--- src/hdl/psms_pkg.sv ---
`timescale 1ns / 1ps

package psms_pkg;

  localparam int MAX_SIZE_DEF = 16;

  localparam int REQ_TYPE_W = 2;
  localparam int COORD_W    = 4;
  localparam int VALUE_W    = 32;
  localparam int STATUS_W   = 2;
  localparam int SIZE_W     = 5;
  localparam int PIDX_W     = 8;   // packed index of a 4-bit row/col pair, max 135
  localparam int APB_DATA_W = 32;
  localparam int APB_ADDR_W = 3;

  // request codes
  localparam logic [REQ_TYPE_W-1:0] REQ_LOAD  = 2'd0;
  localparam logic [REQ_TYPE_W-1:0] REQ_READ  = 2'd1;
  localparam logic [REQ_TYPE_W-1:0] REQ_CLEAR = 2'd2;

  // status codes
  localparam logic [STATUS_W-1:0] ST_OK    = 2'd0;
  localparam logic [STATUS_W-1:0] ST_RANGE = 2'd1;
  localparam logic [STATUS_W-1:0] ST_EMPTY = 2'd2;

  // register index, taken from paddr[2]
  localparam logic CFG_MATRIX_SIZE = 1'b0;

  localparam logic [SIZE_W-1:0] MATRIX_SIZE_RST = 5'd16;

  typedef struct packed {
    logic              in_range;
    logic [PIDX_W-1:0] idx;
  } pidx_t;

  typedef struct packed {
    logic signed [VALUE_W-1:0] read_value;
    logic [STATUS_W-1:0]       status;
    logic                      symmetric;
  } rsp_t;

  // memory word: loaded mark over the stored value
  typedef struct packed {
    logic               loaded;
    logic [VALUE_W-1:0] value;
  } entry_t;

endpackage

--- src/hdl/psms_if.sv ---
`timescale 1ns / 1ps

interface psms_req_if import psms_pkg::*; ();
  logic                      valid;
  logic                      ready;
  logic [REQ_TYPE_W-1:0]     req_type;
  logic [COORD_W-1:0]        row;
  logic [COORD_W-1:0]        col;
  logic signed [VALUE_W-1:0] value;

  modport source (output valid, req_type, row, col, value, input ready);
  modport sink   (input valid, req_type, row, col, value, output ready);
endinterface

interface psms_rsp_if import psms_pkg::*; ();
  logic                      valid;
  logic                      ready;
  logic signed [VALUE_W-1:0] read_value;
  logic [STATUS_W-1:0]       status;
  logic                      symmetric;

  modport source (output valid, read_value, status, symmetric, input ready);
  modport sink   (input valid, read_value, status, symmetric, output ready);
endinterface

--- src/hdl/psms_ram.sv ---
`timescale 1ns / 1ps

module psms_ram #(
  parameter int WIDTH = 33,
  parameter int DEPTH = 136,
  localparam int AW = (DEPTH > 1) ? $clog2(DEPTH) : 1
) (
  input  logic             clk,
  input  logic             we,
  input  logic [AW-1:0]    waddr,
  input  logic [WIDTH-1:0] wdata,
  input  logic             re,
  input  logic [AW-1:0]    raddr,
  output logic [WIDTH-1:0] rdata
);

  logic [WIDTH-1:0] mem [DEPTH];

  always_ff @(posedge clk) begin
    if (we) begin
      mem[waddr] <= wdata;
    end
    if (re) begin
      rdata <= mem[raddr];
    end
  end

endmodule

--- src/hdl/psms_cfg.sv ---
`timescale 1ns / 1ps

module psms_cfg import psms_pkg::*; #(
  parameter int MAX_SIZE = MAX_SIZE_DEF
) (
  input  logic                  clk,
  input  logic                  rst,
  input  logic                  psel,
  input  logic                  penable,
  input  logic                  pwrite,
  input  logic [APB_ADDR_W-1:0] paddr,
  input  logic [APB_DATA_W-1:0] pwdata,
  output logic [APB_DATA_W-1:0] prdata,
  output logic                  pready,
  output logic [SIZE_W-1:0]     eff_size
);

  localparam logic [7:0] MAX8 = 8'(MAX_SIZE);

  logic [SIZE_W-1:0] matrix_size;
  logic              wr_en;

  assign pready = 1'b1;
  assign wr_en  = psel && penable && pwrite && (paddr[2] == CFG_MATRIX_SIZE);

  always_ff @(posedge clk) begin
    if (rst) begin
      matrix_size <= MATRIX_SIZE_RST;
    end else if (wr_en) begin
      matrix_size <= pwdata[SIZE_W-1:0];
    end
  end

  always_comb begin
    prdata = '0;
    if (paddr[2] == CFG_MATRIX_SIZE) begin
      prdata = {{(APB_DATA_W-SIZE_W){1'b0}}, matrix_size};
    end
  end

  // size saturates at the built MAX_SIZE
  assign eff_size = ({3'b000, matrix_size} > MAX8) ? SIZE_W'(MAX_SIZE) : matrix_size;

endmodule

--- src/hdl/psms_index.sv ---
`timescale 1ns / 1ps

module psms_index import psms_pkg::*; (
  input  logic [SIZE_W-1:0]  eff_size,
  input  logic [COORD_W-1:0] row,
  input  logic [COORD_W-1:0] col,
  output pidx_t              pidx
);

  logic [COORD_W-1:0] hi;
  logic [COORD_W-1:0] lo;
  logic [PIDX_W-1:0]  hi_w;
  logic [PIDX_W-1:0]  tri_prod;

  assign hi   = (row >= col) ? row : col;
  assign lo   = (row >= col) ? col : row;
  assign hi_w = {{(PIDX_W-COORD_W){1'b0}}, hi};

  // hi*(hi+1) stays below 256 for a 4-bit hi
  assign tri_prod = hi_w * (hi_w + PIDX_W'(1));

  assign pidx.in_range = ({1'b0, row} < eff_size) && ({1'b0, col} < eff_size);
  assign pidx.idx      = (tri_prod >> 1) + {{(PIDX_W-COORD_W){1'b0}}, lo};

endmodule

--- src/hdl/packed_symmetric_matrix_store.sv ---
`timescale 1ns / 1ps

// channel   dir  handshake          payload
// req       in   valid/ready        req_type, row, col, value
// rsp       out  valid/ready        read_value, status, symmetric
// apb       in   psel/penable       paddr, pwdata, prdata (matrix_size at 0)
//
// each request is indexed and read from memory, then checked and written back
// sustained rate is one request per cycle while no clearing pass runs and rsp is
// not stalled; the single memory port pair sets it. a clear request and reset each
// start a clearing pass over all DEPTH words (136 at the default size), taking no
// request; rst is synchronous; req.ready drops once queue and stage 1 hold two results
module packed_symmetric_matrix_store import psms_pkg::*; #(
  parameter int MAX_SIZE = MAX_SIZE_DEF
) (
  input  logic                  clk,
  input  logic                  rst,
  input  logic                  psel,
  input  logic                  penable,
  input  logic                  pwrite,
  input  logic [APB_ADDR_W-1:0] paddr,
  input  logic [APB_DATA_W-1:0] pwdata,
  output logic [APB_DATA_W-1:0] prdata,
  output logic                  pready,
  psms_req_if.sink              req,
  psms_rsp_if.source            rsp
);

  localparam int DEPTH = MAX_SIZE * (MAX_SIZE + 1) / 2;
  localparam int AW    = (DEPTH > 1) ? $clog2(DEPTH) : 1;
  localparam int EW    = VALUE_W + 1;

  // configuration
  logic [SIZE_W-1:0] eff_size;

  psms_cfg #(.MAX_SIZE(MAX_SIZE)) u_cfg (
    .clk      (clk),
    .rst      (rst),
    .psel     (psel),
    .penable  (penable),
    .pwrite   (pwrite),
    .paddr    (paddr),
    .pwdata   (pwdata),
    .prdata   (prdata),
    .pready   (pready),
    .eff_size (eff_size)
  );

  // index of the incoming request
  pidx_t pidx;

  psms_index u_index (
    .eff_size (eff_size),
    .row      (req.row),
    .col      (req.col),
    .pidx     (pidx)
  );

  // stage 1 registers: request waiting for its memory word
  logic                  s1_valid;
  logic [REQ_TYPE_W-1:0] s1_req;
  logic                  s1_in_range;
  logic [AW-1:0]         s1_idx;
  logic [VALUE_W-1:0]    s1_value;

  // clearing pass
  logic          sweeping;
  logic [AW-1:0] sweep_cnt;

  // sticky symmetric flag
  logic sym_flag;
  logic sym_flag_next;

  // memory ports
  logic          ram_we;
  logic [AW-1:0] ram_waddr;
  entry_t        ram_wdata;
  logic [EW-1:0] ram_rdata;

  // last write, for a read issued at the same edge
  logic          wr_last_valid;
  logic [AW-1:0] wr_last_addr;
  entry_t        wr_last_data;
  entry_t        cur_entry;

  // result queue, two deep
  rsp_t       rsp_buf [2];
  logic       rsp_wptr;
  logic       rsp_rptr;
  logic [1:0] rsp_cnt;
  logic       push;
  logic       pop;
  rsp_t       s1_rsp;

  logic accept;
  logic s1_clear;

  assign s1_clear = s1_valid && (s1_req == REQ_CLEAR);
  assign pop      = rsp.valid && rsp.ready;
  assign push     = s1_valid;

  // room for the new request once the one in stage 1 lands
  assign req.ready = !sweeping && !s1_clear &&
                     (({1'b0, rsp_cnt} + {2'b00, s1_valid}) < (3'd2 + {2'b00, pop}));
  assign accept    = req.valid && req.ready;

  psms_ram #(.WIDTH(EW), .DEPTH(DEPTH)) u_ram (
    .clk   (clk),
    .we    (ram_we),
    .waddr (ram_waddr),
    .wdata (ram_wdata),
    .re    (accept),
    .raddr (AW'(pidx.idx)),
    .rdata (ram_rdata)
  );

  always_ff @(posedge clk) begin
    if (rst) begin
      s1_valid <= 1'b0;
    end else begin
      s1_valid <= accept;
    end
  end

  always_ff @(posedge clk) begin
    if (accept) begin
      s1_req      <= req.req_type;
      s1_in_range <= pidx.in_range;
      s1_idx      <= AW'(pidx.idx);
      s1_value    <= req.value;
    end
  end

  // forward the word written at the edge that issued this read
  assign cur_entry = (wr_last_valid && (wr_last_addr == s1_idx)) ? wr_last_data
                                                                 : entry_t'(ram_rdata);

  // clearing-pass write, else check, write back and build the result
  always_comb begin
    ram_we           = 1'b0;
    ram_waddr        = s1_idx;
    ram_wdata        = '0;
    sym_flag_next    = sym_flag;
    s1_rsp           = '0;
    if (sweeping) begin
      ram_we    = 1'b1;
      ram_waddr = sweep_cnt;
    end else if (s1_valid) begin
      case (s1_req)
        REQ_CLEAR: begin
          sym_flag_next = 1'b1;
        end
        REQ_LOAD: begin
          if (!s1_in_range) begin
            s1_rsp.status = ST_RANGE;
          end else if (!cur_entry.loaded) begin
            ram_we           = 1'b1;
            ram_wdata.loaded = 1'b1;
            ram_wdata.value  = s1_value;
          end else if (cur_entry.value != s1_value) begin
            sym_flag_next = 1'b0;
          end
        end
        REQ_READ: begin
          if (!s1_in_range) begin
            s1_rsp.status = ST_RANGE;
          end else if (cur_entry.loaded) begin
            s1_rsp.read_value = cur_entry.value;
          end else begin
            s1_rsp.status = ST_EMPTY;
          end
        end
        default: ;
      endcase
    end
    s1_rsp.symmetric = sym_flag_next;
  end

  always_ff @(posedge clk) begin
    if (rst) begin
      sym_flag      <= 1'b1;
      wr_last_valid <= 1'b0;
    end else begin
      sym_flag      <= sym_flag_next;
      wr_last_valid <= ram_we;
    end
  end

  always_ff @(posedge clk) begin
    wr_last_addr <= ram_waddr;
    wr_last_data <= ram_wdata;
  end

  // clearing pass after reset and after every clear request
  always_ff @(posedge clk) begin
    if (rst) begin
      sweeping  <= 1'b1;
      sweep_cnt <= '0;
    end else if (sweeping) begin
      if (sweep_cnt == AW'(DEPTH - 1)) begin
        sweeping <= 1'b0;
      end
      sweep_cnt <= sweep_cnt + AW'(1);
    end else if (s1_clear) begin
      sweeping  <= 1'b1;
      sweep_cnt <= '0;
    end
  end

  // result queue
  always_ff @(posedge clk) begin
    if (rst) begin
      rsp_wptr <= 1'b0;
      rsp_rptr <= 1'b0;
      rsp_cnt  <= '0;
    end else begin
      if (push) begin
        rsp_wptr <= !rsp_wptr;
      end
      if (pop) begin
        rsp_rptr <= !rsp_rptr;
      end
      rsp_cnt <= rsp_cnt + {1'b0, push} - {1'b0, pop};
    end
  end

  always_ff @(posedge clk) begin
    if (push) begin
      rsp_buf[rsp_wptr] <= s1_rsp;
    end
  end

  assign rsp.valid      = (rsp_cnt != 2'd0);
  assign rsp.read_value = rsp_buf[rsp_rptr].read_value;
  assign rsp.status     = rsp_buf[rsp_rptr].status;
  assign rsp.symmetric  = rsp_buf[rsp_rptr].symmetric;

  // no request taken while the store is being cleared
  a_no_accept_in_sweep: assert property (@(posedge clk) disable iff (rst)
    sweeping |-> !accept)
    else $error("request taken during clearing pass");

  // a clear request always starts a clearing pass and sets the flag
  a_clear_starts_sweep: assert property (@(posedge clk) disable iff (rst)
    s1_clear |=> (sweeping && sym_flag))
    else $error("clear did not start clearing pass");

  // result queue never overflows
  a_queue_bound: assert property (@(posedge clk) disable iff (rst)
    (rsp_cnt == 2'd2) |-> !push || pop)
    else $error("result queue overflow");

  // the flag only falls on a mismatching load
  a_flag_fall: assert property (@(posedge clk) disable iff (rst)
    $fell(sym_flag) |-> $past(s1_valid && (s1_req == REQ_LOAD)))
    else $error("symmetric flag cleared without a load");

endmodule

--- src/flat_wrapper.sv ---
// flat-port wrapper written by rule: the top's interface ports become plain ports
module packed_symmetric_matrix_store_flat import psms_pkg::*;
#(
  parameter int MAX_SIZE = MAX_SIZE_DEF
)
  (clk, rst, psel, penable, pwrite, paddr, pwdata, prdata, pready, req_valid, req_req_type, req_row, req_col, req_value, req_ready, rsp_valid, rsp_read_value, rsp_status, rsp_symmetric, rsp_ready);
  psms_req_if req_i ();
  psms_rsp_if rsp_i ();
  input  logic clk;
  input  logic rst;
  input  logic psel;
  input  logic penable;
  input  logic pwrite;
  input  logic [APB_ADDR_W-1:0] paddr;
  input  logic [APB_DATA_W-1:0] pwdata;
  output logic [APB_DATA_W-1:0] prdata;
  output logic pready;
  input wire logic [$bits(req_i.valid)-1:0] req_valid;
  input wire logic [$bits(req_i.req_type)-1:0] req_req_type;
  input wire logic [$bits(req_i.row)-1:0] req_row;
  input wire logic [$bits(req_i.col)-1:0] req_col;
  input wire logic [$bits(req_i.value)-1:0] req_value;
  output wire logic [$bits(req_i.ready)-1:0] req_ready;
  output wire logic [$bits(rsp_i.valid)-1:0] rsp_valid;
  output wire logic [$bits(rsp_i.read_value)-1:0] rsp_read_value;
  output wire logic [$bits(rsp_i.status)-1:0] rsp_status;
  output wire logic [$bits(rsp_i.symmetric)-1:0] rsp_symmetric;
  input wire logic [$bits(rsp_i.ready)-1:0] rsp_ready;
  assign req_i.valid = req_valid;
  assign req_i.req_type = req_req_type;
  assign req_i.row = req_row;
  assign req_i.col = req_col;
  assign req_i.value = req_value;
  assign req_ready = req_i.ready;
  assign rsp_valid = rsp_i.valid;
  assign rsp_read_value = rsp_i.read_value;
  assign rsp_status = rsp_i.status;
  assign rsp_symmetric = rsp_i.symmetric;
  assign rsp_i.ready = rsp_ready;
  packed_symmetric_matrix_store #(.MAX_SIZE(MAX_SIZE)) u_core (.clk(clk), .rst(rst), .psel(psel), .penable(penable), .pwrite(pwrite), .paddr(paddr), .pwdata(pwdata), .prdata(prdata), .pready(pready), .req(req_i), .rsp(rsp_i));
endmodule
--- config.mk ---
export PLATFORM = sky130hd
export DESIGN_NAME = packed_symmetric_matrix_store_flat
export DESIGN_NICKNAME = d
export VERILOG_FILES = /design/src/hdl/psms_pkg.sv /design/src/hdl/psms_if.sv /design/src/hdl/psms_ram.sv /design/src/hdl/psms_cfg.sv /design/src/hdl/psms_index.sv /design/src/hdl/packed_symmetric_matrix_store.sv /design/src/flat_wrapper.sv
export SDC_FILE = /design/constraint.sdc
export NUM_CORES = 2
export LEC_CHECK = 0
export ABC_CLOCK_PERIOD_IN_PS = 11350
export BUFFER_PORTS_ARGS = -buffer_cell sky130_fd_sc_hd__buf_4
export CELL_PAD_IN_SITES_DETAIL_PLACEMENT = 0
export CELL_PAD_IN_SITES_GLOBAL_PLACEMENT = 1
export CORE_ASPECT_RATIO = 1.5
export CORE_MARGIN = 2
export CORE_UTILIZATION = 60
export DETAILED_ROUTE_END_ITERATION = 10
export PLACE_DENSITY_LB_ADDON = 0.1
export SLEW_MARGIN = 25
export SYNTH_ARGS = -nofsm -noshare
export SYNTH_HDL_FRONTEND = slang
export SYNTH_MEMORY_MAX_BITS = 65536
export SYNTH_SLANG_ARGS = --single-unit
--- constraint.sdc ---
create_clock -name clk -period 11.35 [get_ports clk]
set_clock_uncertainty 0.15 [all_clocks]
set_input_delay 1.135 -clock clk [delete_from_list [all_inputs] [get_ports clk]]
set_output_delay 1.135 -clock clk [all_outputs]
set_load 0.01 [all_outputs]
Word-level counts from Yosys, hierarchy flattened
Memory sizes are Yosys's and may differ from the RTL's. A register that Yosys moved wholly into a read port is not among the register bits. Cells that the tools add are included.

Register bits after elaboration: 105. Bits in latches: 0. Memory bits (writable): 4558. Memory bits (read-only): 0. Input port bits: 84. Output and inout port bits: 70. Word-level logic and storage cells: 96. Memories: 2.

Add/sub/neg operators: 7. $mul: 1. Divide/modulo/power cells: 0. $lt $le $gt $ge: 5. Equality and inequality tests: 5. Shift operators: 0. Muxes and demuxes: 42. Bitwise operators: 1. Reductions and logical operators: 17.

Memory list: u_core.u_ram.mem (words 136, width 33, read ports 1, clocked after Yosys merged registers in 1, wr ports 1, RTL line psms_ram.sv:17) `logic [WIDTH-1:0] mem [DEPTH];`; u_core.rsp_buf (words 2, width 35, read ports 1, clocked after Yosys merged registers in 1, wr ports 1, RTL line packed_symmetric_matrix_store.sv:87) `rsp_t rsp_buf [2];`.

Operators by type and width (number): two-way mux 33 bit (6); two-way mux 32 bit (3); two-way mux 34 bit (2); != test 32 bit (1); two-way mux 8 bit (3); two-way mux 1 bit (20); logical AND 1 bit (10); < comparator 4 x 5 -> 1 bit (2); two-way mux 5 bit (2); adder 7 x 4 -> 8 bit (1); adder 8 x 1 -> 8 bit, second input constant (1); == test 8 bit (1); == test 8 bit, second input constant (1); multiplier 4 x 5 -> 8 bit (1); two-way mux 4 bit (2); adder 4 x 1 -> 5 bit, second input constant (1); > comparator 5 bit, second input constant (1); greater-or-equal comparator 4 bit (1); logical NOT 1 bit (4); two-way mux 2 bit (2); one-hot mux 2 bit (2 select lines) (1); nonzero test 2 bit (2); adder 2 x 1 -> 3 bit (1); adder 2 x 1 -> 3 bit, first input constant (1); 8 further kinds (8).

Depth between registers and ports, before layout
Word-level depth: 10. Mapped depth: 28. Depth with buffers taken out: 25.

By module
A second synthesis with hierarchy kept.

Cells, all modules: 8461. Area total of the unflattened synthesis: 182605.1 um^2.

Modules (own cells, without submodules): psms_ram (times used 1, cells each 7700, area an instance 173772.9 um^2, seq. area each 135760.2 um^2); packed_symmetric_matrix_store (times used 1, cells each 577, area an instance 7239.4 um^2, seq. area each 4554.4 um^2); psms_index (times used 1, cells each 121, area an instance 1069.8 um^2, seq. area each 0.0 um^2); psms_cfg (times used 1, cells each 63, area an instance 523.0 um^2, seq. area each 100.1 um^2).

Least setup slack after synthesis
No wires, ideal clock.

Path type: in2reg. Start: input port req_row[0]. End: register u_core.u_ram.rdata[0] (read register of u_core.u_ram.mem), data pin. Setup time: 263 ps. Arrival time: 7359 ps. Required time: 10937 ps. Setup slack: 3578 ps. Cell stages on the path: 27. Buffers on the path: 5. Cell sequence: inv_1 > ha_1 > nand2b_4 > a2111oi_4 > or3_1 > clkbuf_1 > mux2_2 > ha_1 > inv_1 > ha_1 > nand2b_1 > fa_1 > inv_1 > fa_1 > fa_1 > ha_1 > xnor2_2 > inv_2 > buf_4 > buf_2 > buf_2 > buf_1 > mux4_2 > a211oi_1 > a31oi_1 > a211oi_1 > nor3_1.

Word-level cells in the longest chain between the ends: 5. Elaborated cells on any way between the ends: 6. Classes of those cells: add/sub (2); mul (1); order compare (1); mux (2).

Ends and longest elaborated chain: start: declaration (RTL line flat_wrapper.sv:20) `input wire logic [$bits(req_i.row)-1:0] req_row;`; greater-or-equal comparator 4 bit (RTL line psms_index.sv:15, psms_index.sv:16); two-way mux 4 bit (RTL line psms_index.sv:15) `assign hi = (row >= col) ? row : col;`; adder 4 x 1 -> 5 bit (RTL line psms_index.sv:20) `assign tri_prod = hi_w * (hi_w + PIDX_W'(1));`; multiplier 4 x 5 -> 8 bit (RTL line psms_index.sv:20); adder 7 x 4 -> 8 bit * (RTL line psms_index.sv:23) `assign pidx.idx = (tri_prod >> 1) + {{(PIDX_W-COORD_W){1'b0}}, lo};`; end: declaration (RTL line psms_ram.sv:14) `output logic [WIDTH-1:0] rdata`.

Mark *: on every way between the ends. The rest lies on a longest branch, timed or not. A chain may end at the register's enable or synchronous reset.

Worst setup path after layout
Start: input port req_col[0]. End: register u_core.u_ram.rdata[11] (read register of u_core.u_ram.mem), data pin.

Word-level cells in the longest chain between the ends: 5. Elaborated cells on any way between the ends: 6. Classes of those cells: add/sub (2); mul (1); order compare (1); mux (2).

Ends and longest elaborated chain: start: declaration (RTL line flat_wrapper.sv:21) `input wire logic [$bits(req_i.col)-1:0] req_col;`; greater-or-equal comparator 4 bit (RTL line psms_index.sv:15, psms_index.sv:16); two-way mux 4 bit (RTL line psms_index.sv:15); adder 4 x 1 -> 5 bit (RTL line psms_index.sv:20); multiplier 4 x 5 -> 8 bit (RTL line psms_index.sv:20); adder 7 x 4 -> 8 bit * (RTL line psms_index.sv:23).

Marked as above.

==> results.json <==
{
  "status": "completed",
  "cap_violations": 0,
  "wire_per_inst_microns": 34.9,
  "fillers": 19387,
  "yosys_warnings": 0,
  "crit_type": "input pin to register",
  "viasPerCell": 6.74,
  "fin_setup_tns_ps": 0,
  "cts_hold_buffers": 0,
  "clockBufferDepth": 4,
  "reg2reg_from": "u_core.s1_idx[1]",
  "nets": 9735,
  "startpoint_type": "input pin",
  "post_cts_resized": 0,
  "die_w_microns": 453,
  "synth-xor-area-share_pct": 0.338,
  "synth-seq-cells": 4697,
  "tightest_slew_ps": 1200,
  "postCtsSetupBuffers": 0,
  "placed_cells": 13167,
  "first_iter_violations": 12783,
  "pin_count": 154,
  "finalWirelength_mm": 487,
  "setup_viol": 0,
  "finalPower_mw": 60.0,
  "min_period_ps": 9820,
  "finalMaxSlewViolations": 0,
  "clk_latency_ps": 950,
  "mostFrequentLayoutCell": "edfxtp_1",
  "final_cells": 13950,
  "synth_compound_area_share_pct": 3.76,
  "route.detailed.drc": 0,
  "ys_types": 68,
  "p_per_area_mw_per_mm2": 294,
  "synth_edf_count": 4634,
  "required_ps": 11850,
  "grtUsageTotal_pct": 31.7,
  "synth_top_family_by_area": "multiplexers",
  "hold_viol": 0,
  "clkSinkCount": 4697,
  "syn_inst": 9239,
  "synth_top_area_share_pct": 76.6,
  "fin_hold_ws_ps": 230,
  "max_freq_ghz": 0.102,
  "clk_pin_slew_worst_paths_ps": 70,
  "htree_levels": 5,
  "initial_utilization_pct": 60.2,
  "arrival_ps": 10320,
  "muxShareOfSynthArea_pct": 13.0,
  "worst_ir_drop_vdd_uv": 504,
  "end_kind": "register",
  "synth_area_sq_mm": 0.182,
  "ys.flop_type": "edfxtp_1",
  "place_congestion": 0.894,
  "drt_first_pass_iters": 8,
  "hold_class": "input pin to register",
  "drive_gt1_share_pct": 22.7,
  "fin_crit_sh_pct": 86.5,
  "p_leak_nw": 68.1,
  "relSlewSlack_pct": 19.5,
  "core_area_sq_mm": 0.302,
  "grt_remaining_overflow": 0,
  "ys_seq_area_share_pct": 77.3,
  "synth_area_leader_cell": "edfxtp_1",
  "vias": 94055,
  "worstPathMaxFanout": 69,
  "drtAntennaViolNets": 0,
  "rows": 247,
  "grt_pass1_vias": 93165,
  "place_ws_ps": 769,
  "cts_root_buf": "clkbuf_16",
  "antenna_found_initial": 27,
  "area_growth_pct": 12.3,
  "synth-async-reset-ratio_pct": 0,
  "grt_max_degree": 137,
  "io_buffers": 96,
  "synthSimpleGateAreaFrac_pct": 3.87,
  "rsz0062_at_grt": "no",
  "dp_hpwl_mm": 278,
  "mostFrequentLayoutCells": "edfxtp_1, nand2_1, mux4_2, buf_4, clkbuf_16",
  "startpoint": "req_col[0]",
  "multi_input_area_sq_mm": 0.0400,
  "synth_adder_area_share_pct": 0.284,
  "synth_area_leaders": "edfxtp_1, mux4_2, nand2_1, mux2i_1, a211oi_1",
  "hold_start": "req_value[12]",
  "synth.avg_cell_area_sq_um": 19.7,
  "cts_tree": "built",
  "fin_ws_ps": 1530,
  "die_y_microns": 678,
  "seqCellArea_sq_mm": 0.140,
  "numCtsBuffers": 421,
  "grt_pass1_wl_mm": 686,
  "dieArea_sq_mm": 0.307
}
[power by group]
part	internal, mW	switching [mW]	total [mW]
clock	8.05	6.20	14.3
combinational	8.05	18.8	26.8
sequential	18.9	0.0115	19.0
total	35.0	25.0	60.0
[synthesized netlist by cell type (41+ instances only)]
cell type,instances
a31oi_1,134
edfxtp_1,4634
mux4_2,891
a221oi_1,68
a32oi_1,165
a311oi_1,132
a211oi_1,201
buf_1,83
nand2_1,1038
clkbuf_1,313
buf_2,151
nor2_1,210
o21ai_0,109
inv_1,41
and2_1,147
dfxtp_1,63
mux2i_1,310
nand3_1,140
[worst max-delay path: stages]
cell,delay (ps)
buf_4,130
ha_1,290
nand2b_4,150
a2111oi_4,400
or3_1,400
mux2i_1,580
inv_1,200
ha_1,280
inv_1,60
ha_1,250
nand2b_1,190
fa_1,550
inv_1,50
fa_1,520
fa_1,450
ha_1,410
a21o_1,210
a21oi_1,290
xnor3_4,880
buf_12,290
buf_12,430
buf_4,290
a221oi_1,60
a31oi_1,380
a311oi_1,210
o31ai_1,1000
nor3_1,140
[registers in the layout (all words and copies together), names as in the netlist, named ones only]
| name | count |
|---|---|
| u_core.sweep_cnt | 8 |
| u_core.wr_last_data | 33 |
| u_core.u_ram.mem | 4488 |
| u_core.rsp_cnt | 2 |
| u_core.rsp_wptr | 1 |
| u_core.wr_last_valid | 1 |
| u_core.s1_idx | 8 |
| u_core.s1_in_range | 1 |
| u_core.u_cfg.matrix_size | 5 |
| u_core.u_ram.rdata | 33 |
| u_core.wr_last_addr | 8 |
| u_core.sym_flag | 1 |
| u_core.sweeping | 1 |
| u_core.push | 1 |
| u_core.s1_value | 32 |
| u_core.s1_req | 2 |
| u_core.rsp_buf | 70 |
| u_core.rsp_rptr | 1 |
[layout make-up]
type / instances / share of cell area, %
Sequential cell: 4697 / 68.8
Tap cell: 3984 / 2.44
Antenna cell: 11 / 0.0135
Multi-Input combinational cell: 3942 / 19.6
Inverter: 44 / 0.0907
Timing Repair Buffer: 508 / 2.38
Clock buffer: 493 / 5.34
Clock inverter: 271 / 1.36
[through the flow]
| stage | utilization, % | area, sq um |
|---|---|---|
| after floorplan | - | 182000 |
| after global placement | 62.9 | 190000 |
| after detailed placement | 63.0 | 190000 |
| after CTS | 67.6 | 204000 |
| after global routing | 67.7 | 204000 |
| final | 67.7 | 204000 |
[routing by layer]
layer	GRT usage (%)	vias up	share of wire (%)
li1	-	38410	-
met3	5.06	772	9.5
met4	14.7	6	5.4
met5	0	-	0.024
met2	50.0	5172	48
met1	44.2	49695	37
[final timing paths]
check                                 end  slack (ps)  cells after the start
hold / removal        u_core.s1_value[12]         230                      1
setup / recovery   u_core.u_ram.rdata[11]        1530                     27
setup reg to reg  u_core.u_ram.mem[96][0]        5240                     10
hold reg to reg                  register         350                      2
[cells by family after synthesis]
family	count (synthesis)
mux	1241
simple gates	1654
flops	4697
buf+inv	626
compound gates	916
other cells	2
fa+ha+maj	37
xor+xnor	66
No activity file was read; power rests on OpenSTA's default activity.
